===== src/design/ritc_pkg.sv =====
// Package for the range increment / threshold count unit.
// Holds field widths, command and register codes, sequencer states and the sequencer-to-update control struct.
// No dependencies.
package ritc_pkg;

  localparam int unsigned CMD_W          = 2;
  localparam int unsigned INDEX_W        = 10;
  localparam int unsigned LOAD_W         = 32;
  localparam int unsigned COUNT_W        = 11;
  localparam int unsigned THRESH_W       = 32;
  localparam int unsigned USED_LEN_W     = 11;
  localparam int unsigned CFG_IDX_W      = 2;
  localparam int unsigned CFG_DATA_W     = 32;
  localparam logic [USED_LEN_W-1:0] USED_LEN_RESET = 11'd1024;

  typedef enum logic [CMD_W-1:0] {
    CMD_LOAD  = 2'd0,
    CMD_ADD   = 2'd1,
    CMD_COUNT = 2'd2
  } cmd_e;

  typedef enum logic [CFG_IDX_W-1:0] {
    REG_THRESHOLD   = 2'd0,
    REG_USED_LENGTH = 2'd1
  } cfg_reg_e;

  typedef enum logic {
    SEQ_IDLE = 1'b0,
    SEQ_WALK = 1'b1
  } seq_state_e;

  // Control from the sequencer to the update stage, valid for one cycle.
  typedef struct packed {
    logic issue;        // a memory read was issued this cycle
    logic add;          // the issued read belongs to an add walk
    logic last;         // the issued read is the last of its range
    logic load;         // write the load value at the given address
    logic count_clear;  // a count walk starts: clear the accumulator
    logic count_empty;  // a count over an empty range: report zero
  } seq_ctl_t;

endpackage


===== src/design/ritc_if.sv =====
// Valid/ready channel interfaces for the range increment / threshold count unit.
// Depends on ritc_pkg for the field widths.
interface ritc_in_if;
  import ritc_pkg::*;

  logic               valid;
  logic               ready;
  logic [CMD_W-1:0]   command;
  logic [INDEX_W-1:0] first_index;
  logic [INDEX_W-1:0] last_index;
  logic [LOAD_W-1:0]  load_value;

  modport source (output valid, command, first_index, last_index, load_value, input ready);
  modport sink   (input valid, command, first_index, last_index, load_value, output ready);
endinterface



===== src/design/ritc_seq.sv =====
// Sequencer: accepts input transfers, clips the index range and walks the memory addresses.
// Depends on ritc_pkg and ritc_if.
module ritc_seq #(
  parameter int unsigned MAX_ELEMENTS = 1024,
  parameter int unsigned LEN_W        = 11
) (
  input  logic                            clk_i,
  input  logic                            rst_ni,
  ritc_in_if.sink                         in_i,
  input  logic [LEN_W-1:0]                eff_len_i,
  input  logic                            busy_i,
  output ritc_pkg::seq_ctl_t              ctl_o,
  output logic [$clog2(MAX_ELEMENTS)-1:0] addr_o
);
  import ritc_pkg::*;

  localparam int unsigned AW = $clog2(MAX_ELEMENTS);

  seq_state_e    state_q, state_d;
  logic [AW-1:0] addr_q, addr_d;
  logic [AW-1:0] hi_q, hi_d;
  logic          add_q, add_d;

  logic             in_ready;
  logic             accept;
  logic [LEN_W-1:0] first_ext;
  logic [LEN_W-1:0] last_ext;
  logic [LEN_W-1:0] hi_ext;
  logic             empty;

  assign in_ready   = (state_q == SEQ_IDLE) && !busy_i;
  assign in_i.ready = in_ready;
  assign accept     = in_i.valid && in_ready;

  // Clip the range end to the used length; an empty range does no memory work.
  assign first_ext = LEN_W'(in_i.first_index);
  assign last_ext  = LEN_W'(in_i.last_index);
  assign hi_ext    = (last_ext > (eff_len_i - LEN_W'(1))) ? (eff_len_i - LEN_W'(1)) : last_ext;
  assign empty     = (eff_len_i == '0) || (first_ext > hi_ext);

  always_ff @(posedge clk_i or negedge rst_ni) begin
    if (!rst_ni) begin
      state_q <= SEQ_IDLE;
    end else begin
      state_q <= state_d;
    end
  end

  always_ff @(posedge clk_i) begin
    addr_q <= addr_d;
    hi_q   <= hi_d;
    add_q  <= add_d;
  end

  always_comb begin
    state_d = state_q;
    addr_d  = addr_q;
    hi_d    = hi_q;
    add_d   = add_q;
    ctl_o   = '0;
    addr_o  = first_ext[AW-1:0];
    case (state_q)
      SEQ_IDLE: begin
        if (accept) begin
          case (cmd_e'(in_i.command))
            CMD_LOAD: begin
              ctl_o.load = first_ext < eff_len_i;
            end
            CMD_ADD: begin
              if (!empty) begin
                state_d = SEQ_WALK;
                addr_d  = first_ext[AW-1:0];
                hi_d    = hi_ext[AW-1:0];
                add_d   = 1'b1;
              end
            end
            CMD_COUNT: begin
              if (empty) begin
                ctl_o.count_empty = 1'b1;
              end else begin
                ctl_o.count_clear = 1'b1;
                state_d = SEQ_WALK;
                addr_d  = first_ext[AW-1:0];
                hi_d    = hi_ext[AW-1:0];
                add_d   = 1'b0;
              end
            end
            default: begin
            end
          endcase
        end
      end
      SEQ_WALK: begin
        ctl_o.issue = 1'b1;
        ctl_o.add   = add_q;
        ctl_o.last  = (addr_q == hi_q);
        addr_o      = addr_q;
        if (addr_q == hi_q) begin
          state_d = SEQ_IDLE;
        end else begin
          addr_d = addr_q + AW'(1);
        end
      end
      default: begin
        state_d = SEQ_IDLE;
      end
    endcase
  end

endmodule


===== src/flat_wrapper.sv =====
// flat-port wrapper written by rule: the top's interface ports become plain ports
module ritc_seq_flat import ritc_pkg::*;
#(
  parameter int unsigned MAX_ELEMENTS = 1024,
  parameter int unsigned LEN_W        = 11
)
  (clk_i, rst_ni, eff_len_i, busy_i, ctl_o, addr_o, in_i_valid, in_i_command, in_i_first_index, in_i_last_index, in_i_load_value, in_i_ready);
  ritc_in_if in_i_i ();
  input  logic clk_i;
  input  logic rst_ni;
  input  logic [LEN_W-1:0] eff_len_i;
  input  logic busy_i;
  output ritc_pkg::seq_ctl_t ctl_o;
  output logic [$clog2(MAX_ELEMENTS)-1:0] addr_o;
  input wire logic [$bits(in_i_i.valid)-1:0] in_i_valid;
  input wire logic [$bits(in_i_i.command)-1:0] in_i_command;
  input wire logic [$bits(in_i_i.first_index)-1:0] in_i_first_index;
  input wire logic [$bits(in_i_i.last_index)-1:0] in_i_last_index;
  input wire logic [$bits(in_i_i.load_value)-1:0] in_i_load_value;
  output wire logic [$bits(in_i_i.ready)-1:0] in_i_ready;
  assign in_i_i.valid = in_i_valid;
  assign in_i_i.command = in_i_command;
  assign in_i_i.first_index = in_i_first_index;
  assign in_i_i.last_index = in_i_last_index;
  assign in_i_i.load_value = in_i_load_value;
  assign in_i_ready = in_i_i.ready;
  ritc_seq #(.MAX_ELEMENTS(MAX_ELEMENTS), .LEN_W(LEN_W)) u_core (.clk_i(clk_i), .rst_ni(rst_ni), .in_i(in_i_i), .eff_len_i(eff_len_i), .busy_i(busy_i), .ctl_o(ctl_o), .addr_o(addr_o));
endmodule

===== config.mk =====
export PLATFORM = sky130hd
export DESIGN_NAME = ritc_seq_flat
export DESIGN_NICKNAME = d
export VERILOG_FILES = /design/src/design/ritc_pkg.sv /design/src/design/ritc_if.sv /design/src/design/ritc_seq.sv /design/src/flat_wrapper.sv
export SDC_FILE = /design/constraint.sdc
export NUM_CORES = 1
export LEC_CHECK = 0
export BUFFER_PORTS_ARGS = -buffer_cell sky130_fd_sc_hd__buf_2
export CAP_MARGIN = 15
export CORE_ASPECT_RATIO = 1.4
export CORE_MARGIN = 4
export CORE_UTILIZATION = 51
export CTS_CLUSTER_SIZE = 10
export DETAILED_ROUTE_END_ITERATION = 8
export GPL_TIMING_DRIVEN = 0
export PLACE_DENSITY_LB_ADDON = 0.05
export REMOVE_ABC_BUFFERS = 1
export SETUP_SLACK_MARGIN = 0.4
export SYNTH_ARGS = -nofsm -noshare
export SYNTH_HDL_FRONTEND = slang
export SYNTH_SLANG_ARGS = --single-unit

===== constraint.sdc =====
create_clock -name clk_i -period 5.9 [get_ports clk_i]
set_input_delay 0.59 -clock clk_i [delete_from_list [all_inputs] [get_ports clk_i]]
set_output_delay 0.59 -clock clk_i [all_outputs]
set_load 0.01 [all_outputs]

==> summary.txt <==
Finish
  – Sequential standard cell area: about 660 um2
  – Share of layout cells above drive strength 1: 30.07%
  – Filler cells: between 400 and 500
  – Layout area overhead: 18.05%
  – Multi-input logic area: roughly 1600 um2
  – Ant diodes: 0
  – Nets: approximately 410

STA
  – Period utilization: roughly 90%
  – Slew Limit Fails: 0
  – Final setup vio count: 0
  – Fmax: roughly 0.19 GHz
  – Final hold vios: 0
  – Worst slew pin tran: between 0.9 and 1 ns
  – Worst hold slack: between 0.09 and 0.1 ns
  – Final setup TNS: 0 ns
  – Final min period: about 5.3 ns
  – Unrepaired setup endpoints after global routing: no
  – Slew HR: a little over a third
  – Skew final: 0.005031 ns

CTS
  – CTS Root Cell: clkbuf_8
  – Bufs on Longest Clock Path: 2
  – Clock transition at path regs: ~0.07 ns
  – Cts hold-fix bufs: 0
  – CTS tree: yes
  – Cts bufs inserted: 3
  – Clk sink count: 22
  – H-tree level count: 1
  – Clk Latency, worst-skew pair: around 0.26 ns

Global route
  – Global-route wire length before repair: roughly 8000 um
  – Total grt overflow: 0
  – Initial antenna violation count: 0
  – Grt peak-use layer: met2
  – Grt met1 use: 21.67%
  – Number of global-route vias before repair: between 1500 and 2000
  – Global Route met2 Usage: around 34%
  – Largest net degree at the start of global routing: 24
  – Aggregate global-route resource usage: about 18%
  – Grt met3 use: 1.144%

Placement
  – Hpwl dp: about 4400 um
  – Final RePlAce weighted congestion: approximately 0.79
  – Port Buf Inserts: 53

Logic synthesis
  – Yosys warning count: 0
  – Synth cell count leaders: ha_1 (35), inv_1 (29), edfxtp_1 (21)
  – Synth top area share: 26.68%
  – Seq/Total Area, Yosys: 27.74%
  – Synthesized area per cell: 9.608 um2
  – Yosys reg bits: 22
  – Gate Count Post-Synth: about 250
  – Cell taking the most area after synthesis: edfxtp_1
  – Post-synth EDFFs: 21
  – FFs w/ async S/R, synth: approximately 4.5%
  – Synth Flop Type: edfxtp_1
  – Yosys cell types: 41
  – Synth area leaders: edfxtp_1 (27%), ha_1 (19%), mux2_2 (9.5%), inv_1 (4.6%), mux2i_1 (4.2%)
  – Most frequent cell after synthesis: ha_1
  – Synth Cell Area: 2364 um2

Die
  – Placement Rows: 29
  – Die Span Y: ~90 um
  – IO Count: 86
  – Die ar.: approximately 5800 um2
  – Initial Util: approximately 53%
  – Die width: 65.54 um
  – CORE AREA: around 4500 um2

Worst setup path
  – Crit path launch type: input port
  – Nature of the critical path endpoint: output pin
  – WP data arrival: about 4.7 ns
  – Critical Path RT: around 5.3 ns
  – Crit Path Max Fanout: 6
  – CP Class: input port to output pin

Routing
  – Vias per inst: about 5.3
  – Detailed Route Iter0 Violations: 53
  – WL final: between 5000 and 6000 um
  – Initial DRT Pass Iterations: 5
  – Remaining DRCs: 0
  – Wire per inst: about 14 um
  – Final ANT Viol Nets: 0
  – Via Count: approximately 1900

Pwr
  – Pwr dens: around 280 nW/um2
  – Total Power: 0.0007728 W
  – Lkg Pwr: 1.358 nW
  – Maximum VDD drop: approximately 0.09 mV

Min path
  – Hold crit path type: input port to async pin

Outcome
  – Outcome: completed

Run
  – Max-cap violations: 0
[timing repair]
| item | CTS | global route |
|---|---|---|
| buffers inserted | 0 | 8 |
| resized for setup | 0 | 2 |
| setup endpoints to repair | 0 | 22 |
[per-stage QoR]
step	utilization [%]	cells	worst slack, ns	area, um2
after global placement	59.20	355	0.2052	2664
final	62.01	368	0.5990	2790
after global routing	62.01	368	0.3691	2790
after floorplan	-	240	1.031	2321
after detailed placement	59.20	355	0.1770	2664
after CTS	60.21	359	0.4229	2709
[final cells by class]
cell class / instances / share of cell area [%]
repair buffers: 61 / 11.66
well taps: 62 / 2.780
multi-input cells: 190 / 56.55
inverters: 29 / 3.901
clock buffers: 3 / 1.480
flip-flops and latches: 22 / 23.50
clock inverters: 1 / 0.1345
[worst paths after layout]
kind	slack [ns]	start	cells past startpoint	end
worst max register to register	3.44	u_core.state_q$_DFF_PN0_	4	u_core.addr_q[8]$_DFFE_PP_
min in group clk_i	0.66	in_i_first_index[0]	3	u_core.addr_q[0]$_DFFE_PP_
worst max-delay path	0.60	eff_len_i[5]	18	ctl_o[1]
worst min-delay path	0.09	rst_ni	1	u_core.state_q$_DFF_PN0_
max in group asynchronous	5.73	rst_ni	1	u_core.state_q$_DFF_PN0_
worst min register to register	0.70	u_core.addr_q[8]$_DFFE_PP_	1	u_core.addr_q[8]$_DFFE_PP_
[registers in the layout, summed over array words and instances (netlist names)]
register,flops
u_core.add_q,1
u_core.addr_q,10
u_core.hi_q,10
u_core.state_q,1
[critical path: stages]
cell	delay (ns)
buf_2	0.13
nor4_4	0.40
nand4_1	0.21
xnor2_2	0.21
inv_1	0.06
ha_1	0.29
a21o_1	0.16
a21oi_1	0.20
or4b_4	0.53
nand3_4	0.13
mux2_2	0.36
ha_1	0.28
nor2b_1	0.13
o21ai_0	0.17
a21oi_1	0.12
o31a_1	0.37
nor3_1	0.21
buf_2	0.16
[report_power, final]
part           internal, W  switching, W
Sequential        0.000238     0.0000704
Combinational     0.000188      0.000184
Clock            0.0000463     0.0000455
[cells by family after synthesis]
kind of cell	count (synthesis)	share of synthesized area, %
AO/OA/AOI/OAI	34	9.212
XOR/XNOR	21	8.099
adder cells (fa/ha/maj)	35	18.53
buffers and inverters	35	6.405
flip-flops	22	27.74
multiplexers	30	13.76
AND/OR/NAND/NOR	69	16.25
[cells in the final DEF (no fill, tap or decap), types with 2 or more instances in the layout]
cell,n
buf_2,53
ha_1,35
inv_1,29
edfxtp_1,21
mux2_2,20
nand2_1,14
nor2_1,13
a21oi_1,12
xor2_1,10
mux2i_1,10
xnor2_1,9
nand3_1,9
nand4_1,8
buf_4,8
nor3_1,6
o21ai_0,6
and2_1,3
a211oi_1,3
a21o_1,3
nand2b_1,3
clkbuf_8,3
xnor2_2,2
and3_1,2
nand3b_1,2
o21a_1,2
nor4_1,2
nor2b_1,2
o2bb2ai_1,2
[per-layer routing]
layer / share of wire, % / up-vias
met1: 42 / 883
met3: 2.3 / 7
li1: - / 1007
met4: 1.5 / 0
met2: 54 / 39
met5: 0 / -
(Power assumes the default switching activity.)
