$ cat src/design/ritc_pkg.sv
// Package for the range increment / threshold count unit.
// Holds field widths, command and register codes, sequencer states and the sequencer-to-update control struct.
// No dependencies.
package ritc_pkg;

  localparam int unsigned CMD_W          = 2;
  localparam int unsigned INDEX_W        = 10;
  localparam int unsigned LOAD_W         = 32;
  localparam int unsigned COUNT_W        = 11;
  localparam int unsigned THRESH_W       = 32;
  localparam int unsigned USED_LEN_W     = 11;
  localparam int unsigned CFG_IDX_W      = 2;
  localparam int unsigned CFG_DATA_W     = 32;
  localparam logic [USED_LEN_W-1:0] USED_LEN_RESET = 11'd1024;

  typedef enum logic [CMD_W-1:0] {
    CMD_LOAD  = 2'd0,
    CMD_ADD   = 2'd1,
    CMD_COUNT = 2'd2
  } cmd_e;

  typedef enum logic [CFG_IDX_W-1:0] {
    REG_THRESHOLD   = 2'd0,
    REG_USED_LENGTH = 2'd1
  } cfg_reg_e;

  typedef enum logic {
    SEQ_IDLE = 1'b0,
    SEQ_WALK = 1'b1
  } seq_state_e;

  // Control from the sequencer to the update stage, valid for one cycle.
  typedef struct packed {
    logic issue;        // a memory read was issued this cycle
    logic add;          // the issued read belongs to an add walk
    logic last;         // the issued read is the last of its range
    logic load;         // write the load value at the given address
    logic count_clear;  // a count walk starts: clear the accumulator
    logic count_empty;  // a count over an empty range: report zero
  } seq_ctl_t;

endpackage

$ cat src/design/ritc_if.sv


interface ritc_out_if;
  import ritc_pkg::*;

  logic               valid;
  logic               ready;
  logic [COUNT_W-1:0] element_count;

  modport source (output valid, element_count, input ready);
  modport sink   (input valid, element_count, output ready);
endinterface

$ cat src/design/ritc_update.sv
// Update stage: takes read data from the element memory, writes back saturated increments,
// accumulates the threshold count and holds the result register. Depends on ritc_pkg, ritc_if.
module ritc_update #(
  parameter int unsigned MAX_ELEMENTS = 1024,
  parameter int unsigned VALUE_BITS   = 32
) (
  input  logic                                   clk_i,
  input  logic                                   rst_ni,
  input  ritc_pkg::seq_ctl_t                     ctl_i,
  input  logic [$clog2(MAX_ELEMENTS)-1:0]        addr_i,
  input  logic [ritc_pkg::LOAD_W-1:0]            load_value_i,
  input  logic [ritc_pkg::THRESH_W-1:0]          threshold_i,
  input  logic [VALUE_BITS-1:0]                  rdata_i,
  output logic                                   we_o,
  output logic [$clog2(MAX_ELEMENTS)-1:0]        waddr_o,
  output logic [VALUE_BITS-1:0]                  wdata_o,
  output logic                                   busy_o,
  ritc_out_if.source                             out_o
);
  import ritc_pkg::*;

  localparam int unsigned AW = $clog2(MAX_ELEMENTS);
  localparam int unsigned CW = (VALUE_BITS > THRESH_W) ? VALUE_BITS : THRESH_W;

  logic          s1_valid_q;
  logic          s1_add_q;
  logic          s1_last_q;
  logic [AW-1:0] s1_addr_q;

  logic               pend_q, pend_d;
  logic [COUNT_W-1:0] cnt_q, cnt_d;
  logic               out_valid_q, out_valid_d;
  logic [COUNT_W-1:0] out_count_q, out_count_d;

  logic [VALUE_BITS-1:0] incr;
  logic                  at_or_above;
  logic                  out_free;

  assign incr        = (rdata_i == '1) ? rdata_i : rdata_i + VALUE_BITS'(1);
  assign at_or_above = CW'(rdata_i) >= CW'(threshold_i);

  // Loads never overlap a write-back: a load is only taken while nothing is in flight.
  assign we_o    = ctl_i.load || (s1_valid_q && s1_add_q);
  assign waddr_o = s1_valid_q ? s1_addr_q : addr_i;
  assign wdata_o = s1_valid_q ? incr : VALUE_BITS'(load_value_i);

  assign busy_o   = s1_valid_q || pend_q;
  assign out_free = !out_valid_q || out_o.ready;

  assign out_o.valid         = out_valid_q;
  assign out_o.element_count = out_count_q;

  always_ff @(posedge clk_i or negedge rst_ni) begin
    if (!rst_ni) begin
      s1_valid_q  <= 1'b0;
      pend_q      <= 1'b0;
      out_valid_q <= 1'b0;
    end else begin
      s1_valid_q  <= ctl_i.issue;
      pend_q      <= pend_d;
      out_valid_q <= out_valid_d;
    end
  end

  always_ff @(posedge clk_i) begin
    s1_add_q    <= ctl_i.add;
    s1_last_q   <= ctl_i.last;
    s1_addr_q   <= addr_i;
    cnt_q       <= cnt_d;
    out_count_q <= out_count_d;
  end

  always_comb begin
    cnt_d       = cnt_q;
    pend_d      = pend_q;
    out_valid_d = out_valid_q;
    out_count_d = out_count_q;
    if (ctl_i.count_clear) begin
      cnt_d = '0;
    end
    if (ctl_i.count_empty) begin
      cnt_d  = '0;
      pend_d = 1'b1;
    end
    if (s1_valid_q && !s1_add_q) begin
      cnt_d = cnt_q + COUNT_W'(at_or_above);
      if (s1_last_q) begin
        pend_d = 1'b1;
      end
    end
    if (out_valid_q && out_o.ready) begin
      out_valid_d = 1'b0;
    end
    if (pend_q && out_free) begin
      out_valid_d = 1'b1;
      out_count_d = cnt_q;
      pend_d      = 1'b0;
    end
  end

endmodule

$ cat src/flat_wrapper.sv
// flat-port wrapper written by rule: the top's interface ports become plain ports
module ritc_update_flat import ritc_pkg::*;
#(
  parameter int unsigned MAX_ELEMENTS = 1024,
  parameter int unsigned VALUE_BITS   = 32
)
  (clk_i, rst_ni, ctl_i, addr_i, load_value_i, threshold_i, rdata_i, we_o, waddr_o, wdata_o, busy_o, out_o_valid, out_o_element_count, out_o_ready);
  ritc_out_if out_o_i ();
  input  logic clk_i;
  input  logic rst_ni;
  input  ritc_pkg::seq_ctl_t ctl_i;
  input  logic [$clog2(MAX_ELEMENTS)-1:0] addr_i;
  input  logic [ritc_pkg::LOAD_W-1:0] load_value_i;
  input  logic [ritc_pkg::THRESH_W-1:0] threshold_i;
  input  logic [VALUE_BITS-1:0] rdata_i;
  output logic we_o;
  output logic [$clog2(MAX_ELEMENTS)-1:0] waddr_o;
  output logic [VALUE_BITS-1:0] wdata_o;
  output logic busy_o;
  output wire logic [$bits(out_o_i.valid)-1:0] out_o_valid;
  output wire logic [$bits(out_o_i.element_count)-1:0] out_o_element_count;
  input wire logic [$bits(out_o_i.ready)-1:0] out_o_ready;
  assign out_o_valid = out_o_i.valid;
  assign out_o_element_count = out_o_i.element_count;
  assign out_o_i.ready = out_o_ready;
  ritc_update #(.MAX_ELEMENTS(MAX_ELEMENTS), .VALUE_BITS(VALUE_BITS)) u_core (.clk_i(clk_i), .rst_ni(rst_ni), .ctl_i(ctl_i), .addr_i(addr_i), .load_value_i(load_value_i), .threshold_i(threshold_i), .rdata_i(rdata_i), .we_o(we_o), .waddr_o(waddr_o), .wdata_o(wdata_o), .busy_o(busy_o), .out_o(out_o_i));
endmodule
$ cat config.mk
export PLATFORM = sky130hd
export DESIGN_NAME = ritc_update_flat
export DESIGN_NICKNAME = d
export VERILOG_FILES = /design/src/design/ritc_pkg.sv /design/src/design/ritc_if.sv /design/src/design/ritc_update.sv /design/src/flat_wrapper.sv
export SDC_FILE = /design/constraint.sdc
export NUM_CORES = 1
export LEC_CHECK = 0
export ABC_AREA = 1
export BUFFER_PORTS_ARGS = -buffer_cell sky130_fd_sc_hd__buf_2
export CAP_MARGIN = 20
export CORE_MARGIN = 4
export CORE_UTILIZATION = 44
export DETAILED_ROUTE_END_ITERATION = 10
export PLACE_DENSITY = 0.77
export RECOVER_POWER = 25
export SYNTH_ARGS = -nofsm -noshare
export SYNTH_HDL_FRONTEND = slang
export SYNTH_SLANG_ARGS = --single-unit
$ cat constraint.sdc
create_clock -name clk_i -period 1.5 [get_ports clk_i]
set_input_delay 0.075 -clock clk_i [delete_from_list [all_inputs] [get_ports clk_i]]
set_output_delay 0.075 -clock clk_i [all_outputs]
set_load 0.02 [all_outputs]
==> flow_summary.ini, run 1 <==
[floorplan]
die_x_um = 102
core_area_um2 = 8380
ios = 171
row_count = 33
initial_core_util = 0.461
fp.dieH_um = 102
die_area_um2 = 10300

[logic_synthesis]
synth_fa_ha_area_frac = 0.113
syn_avg_cell_area_um2 = 6.20
ys_seq_area_frac = 0.253
ys.flop_type = edfxtp_1
synth-simple-area-share = 0.458
synth_edf_count = 22
synth-compound-area-share = 0.0673
synth-xor-area-share = 0.00680
postSynthCellCount = 623
synth_top_family_by_area = simple AND/OR/NAND/NOR gates
synth_fp_nets = 773
netlist_area_um2 = 3860
synth_seq_cells = 37
muxShareOfSynthArea = 0
synth_warnings = 0
synth-async-reset-ratio = 0.0811
ys_types = 34

[min_path]
min_path_type = primary input to register

[finish]
drive_gt1_frac = 0.575
syn_to_final_growth_pct = 95.8
layout.nets = 1068

[timing]
slew_violations = 0
rsz0062_at_grt = yes
worst_pin_slew_ns = 0.592
max_freq_ghz = 0.469
fin_crit_sh = 1.42
finalHoldViolCount = 0
slew_headroom = 0.602
setup_slack_ns = -0.631
skew_ns = 0.0148
setup_tns_ns = -8.84
whs_ns = 0.0928
setup_violations = 45
period_minus_slack_ns = 2.13

[drt]
postRouteAntennaNets = 0
num_vias = 6324
vias_per_cell = 6.17
dr.pass1.iters = 6
wire_per_inst_um = 23.2
routed_wl_mm = 23.8
drc = 0
drt-initial-drc-count = 657

[critical_path]
start_kind = primary input
cp_data_arrival_time_ns = 2.17
worst_setup_path_end_kind = register
crit_type = primary input to register
worstPathMaxFanout = 4
required_ns = 1.54

[clock_tree]
numCtsBuffers = 5
clk_latency_ns = 0.30
cts_buffer_depth = 2
cts_tree = done
cts_sinks = 37
h-tree-depth = 2
cts_root_buffer = clkbuf_8
clkTransAtPathRegs_ns = 0.10

[pwr]
p_leak_nw = 3.82
powerDensity_nw_per_um2 = 573
worst_ir_drop_vdd_mv = 0.823

[global_routing]
grt_pass1_wl_mm = 23.6
antenna_found_initial = 1
grt_pass1_vias = 5218
grt.total_usage = 0.282
gr-total-overflow = 0
grt_start_max_net_pins = 46

[flow_run]
maxCapViolations = 0

[placement]
place.port_buffers = 170
globalplace.congestion = 0.906
hpwlAfterDp_mm = 10.5

[run_status]
status = finished, violations left
violations = negative setup slack
-- metal layers --
layer,up-vias,GRT usage,routed length [µm]
met1,2890,0.304,7440
li1,2576,-,-
met3,275,0.0455,2400
met4,0,0.130,2650
met2,583,0.532,11300
met5,-,0,0
-- layout make-up --
type,instances,area (µm²)
Tap cell,105,131
Sequential cell,37,977
Inverter,83,359
Clock inverter,3,21.3
Multi-Input combinational cell,491,3550
Timing Repair Buffer,300,2460
Clock buffer,5,68.8
Antenna cell,1,2.50
Fill cell,333,813
-- report_power, final --
group | internal (mW) | leakage (nW) | switching [mW]
registers | 1.27 | 0.367 | 0.100
logic | 0.924 | 3.41 | 1.29
clock network | 0.330 | 0.0445 | 0.411
-- sequential cells by signal, summed over array words and instances, names as in the netlist --
signal,count
u_core.s1_addr_q,10
u_core.pend_q,1
u_core.out_o.element_count,11
u_core.s1_valid_q,1
u_core.s1_last_q,1
u_core.s1_add_q,1
u_core.cnt_q,11
u_core.out_o.valid,1
-- synth_stat cells, types with 2 or more instances --
cell | n | share of area
xor2_1 | 2 | 0.0045
o21ai_0 | 17 | 0.022
inv_2 | 3 | 0.0029
clkbuf_1 | 4 | 0.0039
dfrtp_1 | 3 | 0.019
dfxtp_1 | 12 | 0.062
nor2_1 | 66 | 0.064
buf_6 | 4 | 0.012
a21oi_1 | 21 | 0.027
or2_2 | 7 | 0.011
buf_2 | 3 | 0.0039
nand2_1 | 260 | 0.25
inv_1 | 80 | 0.078
nor3_1 | 5 | 0.0065
nand2_4 | 2 | 0.0058
nand2_2 | 3 | 0.0049
nor2_4 | 3 | 0.0087
a31oi_2 | 2 | 0.0065
nand3_1 | 40 | 0.052
nand3_2 | 15 | 0.039
edfxtp_1 | 22 | 0.17
ha_1 | 35 | 0.11
nand4_1 | 3 | 0.0049
-- worst max-delay path, cell delays in order --
cell	delay [ns]
buf_4	0.11
inv_8	0.03
ha_4	0.26
nand2_1	0.06
nand2_1	0.08
nand2_2	0.08
nand3_2	0.12
nand2_2	0.07
inv_2	0.06
nand2_2	0.07
nand2_2	0.11
nand2_2	0.07
nand2_2	0.08
ha_4	0.15
ha_4	0.15
nand3_4	0.08
nor2_4	0.17
nand2_2	0.09
o21ai_2	0.16
a21oi_1	0.11
-- worst paths after layout --
path	start	end	slack (ns)	cells past startpoint
setup / recovery	threshold_i[5]	u_core.cnt_q[6]$_SDFFCE_PN0P_	-0.63	20
hold / removal	out_o_ready	u_core.out_o.valid$_DFFE_PN0P_	0.09	4
setup reg to reg	u_core.cnt_q[1]$_SDFFCE_PN0P_	u_core.cnt_q[9]$_SDFFCE_PN0P_	-0.31	6
hold reg to reg	u_core.cnt_q[4]$_SDFFCE_PN0P_	u_core.out_o.element_count[4]$_DFFE_PP_	0.48	0
max in group asynchronous	rst_ni	u_core.s1_valid_q$_DFF_PN0_	1.11	2
min in group asynchronous	rst_ni	u_core.pend_q$_DFF_PN0_	0.15	2
-- kinds of logic after synthesis --
kind of cell | after synthesis
buffers and inverters | 95
xor gates and xnor gates | 3
AOI/OAI and AO/OA | 46
DFF | 37
and+or+nand+nor | 407
adders and majority gates | 35
-- metrics by stage --
step           std cells  setup slack (ns)  power (mW)  area, µm²   util
2_1_floorplan        623            -0.394        2.21       4190      -
3_3_place_gp         954            -0.670        2.84       5640  0.673
3_5_place_dp         954            -0.768        2.88       5640  0.673
4_1_cts             1008            -0.333        3.78       6610  0.789
5_1_grt             1025            -0.746        4.49       7570  0.903
6_report            1025            -0.631        4.33       7570  0.903
-- repair_timing --
action                                  CTS  global route
hold buffers                             14             0
gates resized for setup                 129           235
buffers inserted                         30            18
hold endpoints to repair                 16             0
gates cloned                              3             2
pin swaps                                39            83
endpoints found under the setup margin   53            64
-- layout by cell type (no fill, tap or decap), types with 15 or more instances in the layout --
cell type and count:
buf_2 103, a21oi_1 15, nand2_1 177, edfxtp_1 22
nand2_2 70, nand3_1 22, buf_6 78, nor2_2 19
inv_2 17, buf_4 83, nand3_2 23, ha_4 21
inv_1 58, nor2_1 23, nor2_4 27, nand2_4 17
(Power assumes the default switching activity.)
==> run 2: changes to the inputs <==
--- a/config.mk
+++ b/config.mk
@@ -13,6 +13,7 @@
 export DETAILED_ROUTE_END_ITERATION = 10
 export PLACE_DENSITY = 0.77
 export RECOVER_POWER = 25
+export SKIP_LAST_GASP = 1
 export SYNTH_ARGS = -nofsm -noshare
 export SYNTH_HDL_FRONTEND = slang
 export SYNTH_SLANG_ARGS = --single-unit
==> flow_summary.ini, run 2 (synthesis results as in run 1) <==
[timing]
max_freq_ghz = 0.498
slew_headroom = 0.595
setup_violations = 44
worst_pin_slew_ns = 0.602
skew_ns = 0.00769
finalHoldViolCount = 0
period_minus_slack_ns = 2.01
slew_violations = 0
setup_slack_ns = -0.507
fin_crit_sh = 1.34
rsz0062_at_grt = yes

[placement]
globalplace.congestion = 0.906
place.port_buffers = 170
dpl.cell_count = 954
place_area_um2 = 5640
post-place-ws_ns = -0.768
hpwlAfterDp_mm = 10.5

[pwr]
powerDensity_nw_per_um2 = 566
worst_ir_drop_vdd_mv = 0.899
p_leak_nw = 3.79
power_switching_mw = 1.73
p_sw_frac = 0.408
combPwrFrac = 0.513
power_frac_clock = 0.167
internal_power_mw = 2.52
power_frac_seq = 0.321

[flow_run]
maxCapViolations = 0

[critical_path]
cp_data_arrival_time_ns = 2.05
worst_setup_path_end_kind = register
worstPathMaxFanout = 4
crit_type = primary input to register
start_kind = primary input
required_ns = 1.54

[run_status]
violations = negative setup slack
status = finished, violations left

[global_routing]
grt_pass1_wl_mm = 23.0
gr-total-overflow = 0
grt_pass1_vias = 5104
grt.total_usage = 0.275
antenna_found_initial = 0
grt_start_max_net_pins = 46

[drt]
drc = 0
vias_per_cell = 6.04
wire_per_inst_um = 21.9
postRouteAntennaNets = 0
routed_wl_mm = 22.3
dr.pass1.iters = 5
drt-initial-drc-count = 572
num_vias = 6170

[floorplan]
die_area_um2 = 10300
ios = 171
initial_core_util = 0.461
row_count = 33
core_area_um2 = 8380
die_x_um = 102
fp.dieH_um = 102

[clock_tree]
cts_root_buffer = clkbuf_8
clkTransAtPathRegs_ns = 0.08
cts_tree = done
numCtsBuffers = 5
cts_sinks = 37
clk_latency_ns = 0.29
cts_buffer_depth = 2
h-tree-depth = 2

[finish]
final_cell_count_no_fill = 1021
n_fill_cell = 338
final_common_cell = nand2_1
syn_to_final_growth_pct = 94.5
layout.nets = 1065
num_antenna_cells = 0
final_cell_mix = nand2_1, buf_2, buf_4
multi_input_area_um2 = 3540
drive_gt1_frac = 0.566
regArea_um2 = 977
design_area_um2 = 7520
final_core_util = 0.897

[min_path]
min_path_type = primary input to register
[run 2: changes by cell type in the layout (fill, tap and decap cells not counted), moves of 3 or more]
cell / delta
nor2_2: -3
nor2_4: -5
nand2_2: -3
nor2_1: +8
nand3_4: +3
nand2_1: +5
[run 2: area by class of cell]
type / count / share of cell area
well taps: 105 / 0.0175
clock inverters: 3 / 0.00283
repair buffers: 297 / 0.322
clock buffers: 5 / 0.00915
multi-input cells: 491 / 0.471
inverters: 83 / 0.0481
flip-flops and latches: 37 / 0.130
[run 2: critical path, stage by stage]
cell     delay (ns)
buf_2          0.09
inv_2          0.04
ha_4           0.27
nand2_2        0.06
nor2_2         0.12
and2_4         0.17
nand2_2        0.05
inv_2          0.05
nand2_2        0.05
nand2_2        0.08
nand2_2        0.05
nand2_2        0.06
ha_4           0.14
ha_4           0.15
nand3_4        0.08
nor2_4         0.18
nand3_2        0.11
o21ai_2        0.16
a21oi_2        0.05
[run 2: through the flow]
stage          TNS [ns]  hold slack (ns)  power (mW)
3_3_place_gp      -8.67           -0.128        2.84
4_1_cts           -2.56           0.0518        3.78
3_5_place_dp      -9.95           -0.124        2.88
5_1_grt          -10.59            0.120        4.42
6_report          -8.03           0.0983        4.26
2_1_floorplan     -1.70           -0.221        2.21
[run 2: final timing paths]
kind / startpoint / endpoint / slack (ns) / depth (start not counted)
worst min register to register: u_core.cnt_q[4]$_SDFFCE_PN0P_ / u_core.out_o.element_count[4]$_DFFE_PP_ / 0.47 / 0
worst max register to register: u_core.cnt_q[1]$_SDFFCE_PN0P_ / u_core.cnt_q[9]$_SDFFCE_PN0P_ / -0.40 / 5
min in group asynchronous: rst_ni / u_core.pend_q$_DFF_PN0_ / 0.16 / 2
worst min-delay path: out_o_ready / u_core.out_o.valid$_DFFE_PN0P_ / 0.1 / 4
max in group asynchronous: rst_ni / u_core.s1_valid_q$_DFF_PN0_ / 1.13 / 2
worst max-delay path: threshold_i[11] / u_core.cnt_q[10]$_SDFFCE_PN0P_ / -0.51 / 19
[run 2: per-layer routing]
layer | part of all wire | GRT usage | up-vias
li1 | - | - | 2553
met1 | 0.31 | 0.295 | 2757
met2 | 0.49 | 0.524 | 612
met3 | 0.11 | 0.0455 | 248
met4 | 0.099 | 0.121 | 0
met5 | 0 | 0 | -
[run 2: power by group through the flow]
stage	Sequential (mW)	Combinational [mW]	Clock, mW
floorplan	1.49	0.715	0
global placement	1.35	1.49	0
detailed placement	1.35	1.53	0
CTS	1.34	1.73	0.709
global route	1.37	2.30	0.743
finish	1.36	2.18	0.709
[run 2: what timing repair did]
item                                    CTS  global route
endpoints found under the setup margin   53            64
cloned                                    3             2
gates resized for setup                 124           231
setup buffers                            30            17
pin swaps                                38            94
endpoints found under the hold margin    16             0
hold buffers                             14             0
==> run 3: changes to the inputs <==
--- a/config.mk
+++ b/config.mk
@@ -12,7 +12,6 @@
 export CORE_UTILIZATION = 44
 export DETAILED_ROUTE_END_ITERATION = 10
 export PLACE_DENSITY = 0.77
-export RECOVER_POWER = 25
 export SKIP_LAST_GASP = 1
 export SYNTH_ARGS = -nofsm -noshare
 export SYNTH_HDL_FRONTEND = slang
==> flow_summary.ini, run 3 (synthesis results as in run 1) <==
[pwr]
power_mw = 4.26
p_leak_nw = 3.82
powerDensity_nw_per_um2 = 566
worst_ir_drop_vdd_mv = 0.899

[placement]
place_area_um2 = 5640
place.port_buffers = 170
post-place-ws_ns = -0.768
globalplace.congestion = 0.906
hpwlAfterDp_mm = 10.5
dpl.cell_count = 954

[clock_tree]
cts_sinks = 37
cts_tree = done
numCtsBuffers = 5
cts_buffer_depth = 2
cts_root_buffer = clkbuf_8
clkTransAtPathRegs_ns = 0.08
h-tree-depth = 2
clk_latency_ns = 0.29

[min_path]
min_path_cells = 4
min_path_type = primary input to register
hp-start = out_o_ready
min_to = u_core.out_o.valid$_DFFE_PN0P_

[global_routing]
grt.total_usage = 0.275
grt_pass1_wl_mm = 23.0
gr-total-overflow = 0
grt_start_max_net_pins = 46
grt_pass1_vias = 5104
antenna_found_initial = 0

[timing]
slew_headroom = 0.593
slew_violations = 0
setup_slack_ns = -0.527
period_minus_slack_ns = 2.03
max_freq_ghz = 0.493
worst_pin_slew_ns = 0.606
rsz0062_at_grt = yes
skew_ns = 0.00578
finalHoldViolCount = 0
fin_crit_sh = 1.35
setup_violations = 45
whs_ns = 0.106

[run_status]
violations = negative setup slack
status = finished, violations left

[critical_path]
cp_data_arrival_time_ns = 2.06
slowest_stage = nor3_1
critical_path.top_delay_family = simple AND/OR/NAND/NOR gates
worstPathMaxFanout = 4
crit_type = primary input to register
reg2reg_slack_ns = -0.44
crit_top_cell = nand2_2
cp_slowest_stage_delay_ns = 0.34
r2r_end = u_core.cnt_q[9]$_SDFFCE_PN0P_
worstPathBufferInverterCount = 5
start_kind = primary input
worst_setup_path_end_kind = register
r2r_cells = 5
worstReg2RegStart = u_core.cnt_q[1]$_SDFFCE_PN0P_
required_ns = 1.54
crit_chain = buf_2, inv_2, ha_4, nand2_2, nor2_2, and2_4, nand2_2, inv_2, nand2_2, nand2_2, nand2_2, nand2_2, ha_4, buf_4, buf_6, nand3_4, nor3_1, nor3_2

[finish]
design_area_um2 = 7530
final_cell_count_no_fill = 1021
layout.nets = 1065
syn_to_final_growth_pct = 94.8
final_common_cell = nand2_1
final_cell_mix = nand2_1, buf_2, buf_4
drive_gt1_frac = 0.575
num_antenna_cells = 0

[drt]
vias_per_cell = 6.07
postRouteAntennaNets = 0
drc = 0
drt-initial-drc-count = 570
dr.pass1.iters = 5
routed_wl_mm = 22.5
num_vias = 6200
wire_per_inst_um = 22.0

[floorplan]
initial_core_util = 0.461
die_area_um2 = 10300
fp.dieH_um = 102
ios = 171
core_area_um2 = 8380
die_x_um = 102
row_count = 33

[flow_run]
maxCapViolations = 0
[run 3: cell count changes in the layout (fill, tap and decap cells not counted)]
cell | before | now
buf_2 | 103 | 112
clkbuf_1 | 9 | 0
[run 3: cell type report]
cell class                 count  area (µm²)
multi-input combinational    491        3540
sequential                    37         977
clock buffer                   5        68.8
clock inverter                 3        21.3
timing repair buffer         297        2430
inverter                      83         362
fill                         331         853
tap                          105         131
[run 3: metrics by stage]
stage	util	setup TNS, ns
floorplan	-	-1.70
global placement	0.673	-8.67
detailed placement	0.673	-9.95
CTS	0.787	-2.56
global route	0.898	-10.59
finish	0.898	-8.80
[run 3: worst max path at each step]
stage                     from                        endpoint  slack [ns]  depth (start not counted)
3_3_place_gp   threshold_i[13]  u_core.cnt_q[10]$_SDFFCE_PN0P_       -0.67                         19
2_1_floorplan  threshold_i[13]  u_core.cnt_q[10]$_SDFFCE_PN0P_       -0.39                         18
6_report       threshold_i[11]   u_core.cnt_q[9]$_SDFFCE_PN0P_       -0.53                         18
3_5_place_dp   threshold_i[13]  u_core.cnt_q[10]$_SDFFCE_PN0P_       -0.77                         19
5_1_grt         threshold_i[2]  u_core.cnt_q[10]$_SDFFCE_PN0P_       -0.61                         18
4_1_cts        threshold_i[15]  u_core.cnt_q[10]$_SDFFCE_PN0P_       -0.33                         19
[run 3: repair_timing]
| item | 4_1_cts | 5_1_grt |
|---|---|---|
| gates resized for setup | 124 | 231 |
| cloned | 3 | 2 |
| hold endpoints to repair | 16 | 0 |
| hold buffers | 14 | 0 |
| buffers inserted | 30 | 17 |
| setup endpoints to repair | 53 | 64 |
| pin swaps | 38 | 94 |
[run 3: metal layers]
| layer | vias up | track usage | share of wire |
|---|---|---|---|
| met5 | - | 0 | 0 |
| met4 | 0 | 0.121 | 0.099 |
| met3 | 260 | 0.0455 | 0.11 |
| met2 | 625 | 0.524 | 0.48 |
| met1 | 2761 | 0.295 | 0.31 |
| li1 | 2554 | - | - |
[run 3: tightest hold or removal path: stages]
cell and delay [ns]:
buf_2 0.07, inv_1 0.03, nand2_1 0.09, nand2_1 0.07
[run 3: where the power goes]
group / leakage [nW] / switching, mW / total, mW / internal (mW)
logic: 3.40 / 1.27 / 2.19 / 0.922
registers: 0.367 / 0.0906 / 1.36 / 1.27
clock network: 0.0445 / 0.376 / 0.705 / 0.330
total: 3.82 / 1.73 / 4.26 / 2.52
